**src/pcta_pkg.sv**
```systemverilog
// Shared types, constants and helpers for the palette color type analyzer.
`timescale 1ns / 1ps
package pcta_pkg;

	localparam int TABLE_DEPTH_DEF = 256;

	localparam int OP_W     = 3;
	localparam int PIXEL_W  = 32;
	localparam int EIDX_W   = 8;
	localparam int CTYPE_W  = 3;
	localparam int COUNT_W  = 9;
	localparam int PIDX_W   = 8;

	localparam logic [OP_W-1:0] OP_SCAN   = 3'd0;
	localparam logic [OP_W-1:0] OP_REPORT = 3'd1;
	localparam logic [OP_W-1:0] OP_LOOKUP = 3'd2;
	localparam logic [OP_W-1:0] OP_READ   = 3'd3;
	localparam logic [OP_W-1:0] OP_CLEAR  = 3'd4;

	localparam logic [CTYPE_W-1:0] CT_GRAY    = 3'd0;
	localparam logic [CTYPE_W-1:0] CT_RGB     = 3'd2;
	localparam logic [CTYPE_W-1:0] CT_PALETTE = 3'd3;
	localparam logic [CTYPE_W-1:0] CT_ALPHA   = 3'd4;

	localparam logic [7:0] ALPHA_OPAQUE = 8'hFF;

	// Commands from the controller to the datapath.
	typedef struct packed {
		logic load;     // latch the request and restart the search pointer
		logic search;   // walk the table one entry per cycle
		logic rd_entry; // address the table with the requested entry index
		logic apply;    // update table, count and flags
		logic emit;     // load the output register
	} pcta_cmd_t;

	// Status from the datapath to the controller.
	typedef struct packed {
		logic search_done;
		logic table_full;
	} pcta_stat_t;

	function automatic logic [CTYPE_W-1:0] pcta_color_type(
		input logic color, input logic full, input logic partial, input logic alpha);
		logic [CTYPE_W-1:0] t;
		t = CT_PALETTE;
		if (!color)
			t = CT_GRAY;
		if ((full || partial) && color)
			t = CT_RGB;
		if (alpha && (t != CT_PALETTE))
			t = t | CT_ALPHA;
		return t;
	endfunction

endpackage

```
**src/pcta_ctrl.sv**
```systemverilog
// Controller: sequences one request through search, table access and result.
`timescale 1ns / 1ps
module pcta_ctrl (
	input  logic                       clk,
	input  logic                       arst_n,
	input  logic                       in_valid,
	output logic                       in_ready,
	input  logic [pcta_pkg::OP_W-1:0]  operation,
	output logic                       out_valid,
	input  logic                       out_ready,
	output pcta_pkg::pcta_cmd_t        cmd,
	input  pcta_pkg::pcta_stat_t       stat
);
	import pcta_pkg::*;

	typedef enum logic [4:0] {
		ST_IDLE   = 5'b00001,
		ST_SEARCH = 5'b00010,
		ST_RDENT  = 5'b00100,
		ST_APPLY  = 5'b01000,
		ST_RESULT = 5'b10000
	} state_t;

	state_t state_q, state_d;
	logic   out_valid_q;
	logic   slot_free;
	logic   accept;

	assign in_ready  = (state_q == ST_IDLE);
	assign accept    = in_valid && in_ready;
	assign slot_free = !out_valid_q || out_ready;
	assign out_valid = out_valid_q;

	always_comb begin
		cmd          = '0;
		cmd.load     = accept;
		cmd.search   = (state_q == ST_SEARCH);
		cmd.rd_entry = (state_q == ST_RDENT);
		cmd.apply    = (state_q == ST_APPLY);
		cmd.emit     = (state_q == ST_RESULT) && slot_free;
	end

	always_comb begin
		state_d = state_q;
		unique case (state_q)
			ST_IDLE: begin
				if (accept) begin
					if ((operation == OP_LOOKUP)
						|| ((operation == OP_SCAN) && !stat.table_full))
						state_d = ST_SEARCH;
					else if (operation == OP_READ)
						state_d = ST_RDENT;
					else
						state_d = ST_APPLY;
				end
			end
			ST_SEARCH: begin
				if (stat.search_done)
					state_d = ST_APPLY;
			end
			ST_RDENT:  state_d = ST_APPLY;
			ST_APPLY:  state_d = ST_RESULT;
			ST_RESULT: begin
				if (slot_free)
					state_d = ST_IDLE;
			end
			default:   state_d = ST_IDLE;
		endcase
	end

	always_ff @(posedge clk or negedge arst_n) begin
		if (!arst_n) begin
			state_q     <= ST_IDLE;
			out_valid_q <= 1'b0;
		end else begin
			state_q <= state_d;
			if (cmd.emit)
				out_valid_q <= 1'b1;
			else if (out_ready)
				out_valid_q <= 1'b0;
		end
	end

endmodule

```
**config.mk**
```make
export PLATFORM = sky130hd
export DESIGN_NAME = pcta_ctrl
export DESIGN_NICKNAME = d
export VERILOG_FILES = /design/src/pcta_pkg.sv /design/src/pcta_ctrl.sv
export SDC_FILE = /design/constraint.sdc
export NUM_CORES = 1
export LEC_CHECK = 0
export CORE_AREA = 3 3 40 42
export CTS_CLUSTER_DIAMETER = 120
export CTS_CLUSTER_SIZE = 12
export DETAILED_ROUTE_END_ITERATION = 7
export DIE_AREA = 0 0 43 45
export DONT_BUFFER_PORTS = 1
export PLACE_DENSITY_LB_ADDON = 0.15
export SYNTH_ARGS = -nofsm -noshare
export SYNTH_HDL_FRONTEND = slang
export SYNTH_SLANG_ARGS = --single-unit
```
**constraint.sdc**
```tcl
create_clock -name clk -period 2.4 [get_ports clk]
set_input_delay 0.48 -clock clk [delete_from_list [all_inputs] [get_ports clk]]
set_output_delay 0.48 -clock clk [all_outputs]
set_load 0.005 [all_outputs]
```
### Yosys cells after proc, flatten, opt, wreduce, memory -nomap -nowiden

Cells that the tools add are included.

| word-level totals | value |
|---|---|
| bits in registers | 6 |
| input port bits | 9 |
| output and inout port bits | 7 |

| cells by class | value |
|---|---|
| equality and inequality tests | 10 |
| muxes and demuxes | 8 |
| reductions and logical operators | 10 |

Operators by type and width:

| cell | number |
|---|---|
| $pmux 5 s5 | 1 |
| $mux 5 | 3 |
| $mux 4 | 2 |
| $eq 3x2->1 const B | 2 |
| $eq 5x1->1 const B | 1 |
| $eq 5x2->1 const B | 1 |
| $eq 5x3->1 const B | 1 |
| $eq 5x4->1 const B | 1 |
| $eq 5x5->1 const B | 1 |
| $ne 2x1->1 const B | 2 |
| $logic_and 1x1->1 | 3 |
| $logic_not 3->1 | 1 |
| $reduce_and 3->1 | 1 |
| $logic_not 1->1 | 2 |
| $logic_or 1x1->1 | 2 |
| $mux 1 | 2 |
| $ne 2x2->1 const B | 1 |
| $reduce_bool 2->1 | 1 |

### Depth between registers and ports, before layout

| depth | value |
|---|---|
| word-level depth | 6 |
| mapped depth | 6 |
| gate-level depth less buffers | 4 |

### Least setup slack after synthesis

Ideal clock, no wire load.

| path | value |
|---|---|
| path kind | flip-flop to output port |
| start point | reg state_q[0] |
| end point | out cmd[4] (netlist name) |
| data arrival time | 1.065 ns |
| data required time | 1.920 ns |
| slack | 0.855 ns |
| cell stages (with the launch flop) | 6 |
| path buffers | 2 |
| cells stage by stage | dfstp_2 > buf_2 > nand3_4 > inv_1 > and2_1 > buf_4 |

| between the ends | value |
|---|---|
| longest elaborated chain between the ends | 2 |

Ends and longest elaborated chain:

| what | line | text |
|---|---|---|
| start, declared | pcta_ctrl.sv:24 | `state_t state_q, state_d;` |
| start signal, assigned | pcta_ctrl.sv:76 | `state_q <= state_d;` |
| $eq 5x1->1 | pcta_ctrl.sv:29 | `assign in_ready = (state_q == ST_IDLE);` |
| named net in_ready | pcta_ctrl.sv:7 | `output logic in_ready,` |
| $logic_and 1x1->1 | pcta_ctrl.sv:30 | `assign accept = in_valid && in_ready;` |
| end, declared | pcta_ctrl.sv:11 | `output pcta_pkg::pcta_cmd_t cmd,` |

The timed path passes the listed nets, and every way through them passes these cells.

==> out/results.ini <==
[run_status]
status=finished clean

[clocking]
htreeDepth=1
cts_tree=done
clockRootBuffer=clkbuf_4
clk_latency_ps=250
cts_sinks=6
numCtsBuffers=3
cts_buffer_depth=2
path_clk_slew_ps=50
cts-resized-gates=0

[yosys]
synth_warnings=0
synth-seq-cells=6
syn_area_per_cell_sq_um=9.254
syn_area_sq_um=444.2
synth_nets=57
syn_inst=48
ys_types=29
yosysTopAreaCellShare_pct=28.17
yosys.area.top_type=dfrtp_1
netlist_top_cells_area=dfrtp_1 28%, dfstp_2 5.9%, nor2_4 5.1%
seq_area_frac_synth_pct=34.08

[timing]
skew_ps=6.114
hold_ws_ps=74.88
slew_viol_final=0
period_minus_slack_ps=1758
finalHoldViolCount=0
finalCritPeriodShare_pct=73.24
finalSetupViolCount=0
worst_pin_slew_ps=381.8
fmaxAchievable_mhz=568.9
slew_headroom_pct=74.44
rsz0062_at_grt=false
finalSetupTns_ps=0

[power_and_ir_drop]
p_leak_nw=0.2132
powerDensity_nw_per_um2=1101
ir_drop_mv=0.3751

[floorplan]
die_area_sq_um=1935
core_area_sq_um=1285
die_w_um=43
rows=13
die_h_um=45
start_util_pct=34.57
pin_count=16

[worst_setup_path]
critPathMaxStageDelay_ps=500
crit_type=flop to output port
cp_top_family=simple AND/OR/NAND/NOR gates
worstPathRequired_ps=1920
r2r_cells=4
critPathLaunchType=flop
path_max_fanout=8
crit_chain=nor3_2 -> nand3b_1 -> nor2_1
critPathArrivalTime_ps=1280
critPathBufInv=0
worstSetupEndpointType=output port
critPathSlowestCell=dfrtp_1
worstSetupPathDepth=3

[layout]
post-route-util_pct=36.42
diodes=0
final_cell_area_sq_um=467.9
drive_gt1_share_pct=20.41
area_delta_synth_final_pct=5.352
fillCellCount=127
fin_nets=59

[job]
drv_cap=0

[placement]
finalWeightedCongestion=0.7869
place_area_sq_um=431.7
port_buffers=0

[route]
wl_um=866
route.detailed.drc=0
ant_nets=0
dr.first_iter.drc_count=3
wl_per_cell_um=13.53
vias_per_cell=5.094
vias=326
dr.pass1.iters=2

[global_route]
grt_pass1_vias=323
track_usage_pct=9.983
overflow=0
grt_max_degree=10
antenna_found_initial=0
grt_pass1_wl_mm=1.386

[min_path]
hp-class=input pin to async pin

## sequential cells by signal, summed over array words and instances (netlist names)
register,flops
out_valid,1
state_q,5
## logic make-up after synthesis
kind of cell	after synthesis	synth area share, %
AOI/OAI and AO/OA	9	13.52
xor gates and xnor gates	1	1.972
buffers and inverters	6	8.731
DFF	6	34.09
and+or+nand+nor	26	41.69
## worst paths after layout
kind / from / to / slack [ps]
setup / recovery: state_q[2]$_DFFE_PN0P_ / cmd[0] / 640
hold / removal: arst_n / state_q[0]$_DFFE_PN1P_ / 70
setup reg to reg: state_q[0]$_DFFE_PN1P_ / state_q[2]$_DFFE_PN0P_ / 910
hold reg to reg: state_q[0]$_DFFE_PN1P_ / state_q[0]$_DFFE_PN1P_ / 610
max in group asynchronous: arst_n / state_q[2]$_DFFE_PN0P_ / 1690
min in group clk: operation[2] / state_q[2]$_DFFE_PN0P_ / 310
## layout make-up
class / count / area (sq um) / share of cell area, %
Multi-Input combinational cell: 36 / 254.0 / 54.28
Sequential cell: 6 / 151.4 / 32.35
Clock buffer: 4 / 26.28 / 5.615
Tap cell: 15 / 18.77 / 4.011
Timing Repair Buffer: 1 / 10.01 / 2.139
Inverter: 2 / 7.507 / 1.604
## synthesized netlist by cell type
cell	count
xor2_1	1
dfstp_2	1
nor3_2	1
nand2_1	2
nor4_1	1
and3_1	2
o21ai_0	2
nand2b_1	3
a21oi_1	1
buf_4	2
inv_1	2
and3b_1	1
a211oi_1	1
nor2_4	2
dfrtp_1	5
buf_6	1
nor2_1	4
nand3_4	1
o211ai_1	2
o22ai_1	1
o21bai_1	1
o21ai_2	1
nor2b_1	3
nor3_1	1
nand3b_1	1
or4_4	1
nand4b_1	2
buf_2	1
and2_1	1
## timing repair
| action | 4_1_cts | 5_1_grt |
|---|---|---|
| hold endpoints to repair | 5 | 0 |
| buffers inserted | 0 | 0 |
| hold buffers | 1 | 0 |
## per-stage QoR
stage | setup WS [ps] | power (mW) | cells
finish | 642.2 | 0.5154 | 64
global route | 543.0 | 0.5599 | 64
CTS | 633.4 | 0.5231 | 64
detailed placement | 882.3 | 0.4112 | 59
global placement | 905.7 | 0.4102 | 59
floorplan | 855.5 | 0.3915 | 48
## worst reg2reg max path, cell delays in order (launching register included)
cell and delay (ps):
dfstp_2 640, nor2_1 80, nand4b_1 150, o211ai_1 190, nor4_1 310
## where the power goes
group	switching (mW)	internal, mW	leakage, nW
Clock	0.0425	0.0634	0.0150
Sequential	0.0658	0.140	0.0785
Combinational	0.108	0.0963	0.120
## cell usage in the layout (no fill, tap or decap)
cell           count
clkbuf_4           3
inv_1              2
o21bai_1           1
o21ai_2            1
and3b_1            1
a211oi_1           1
or4_4              1
nor2_1             4
clkbuf_1           1
nor2_4             2
dlygate4sd3_1      1
o22ai_1            1
nand3_4            1
dfrtp_1            5
nand2b_1           3
nor4_1             1
xor2_1             1
nand2_1            2
nand4b_1           2
nand3b_1           1
and3_1             2
and2_1             1
nor3_2             1
o21ai_0            2
o211ai_1           2
a21oi_1            1
dfstp_2            1
nor2b_1            3
nor3_1             1
## per-layer routing
metal,GRT usage (%),vias to the layer above,routed length (um)
met5,0,-,0
met4,9.036,0,0
met3,2.789,0,27
met2,14.97,6,423
met1,11.58,149,415
li1,-,171,-
Power figures use the tool's default switching activity.
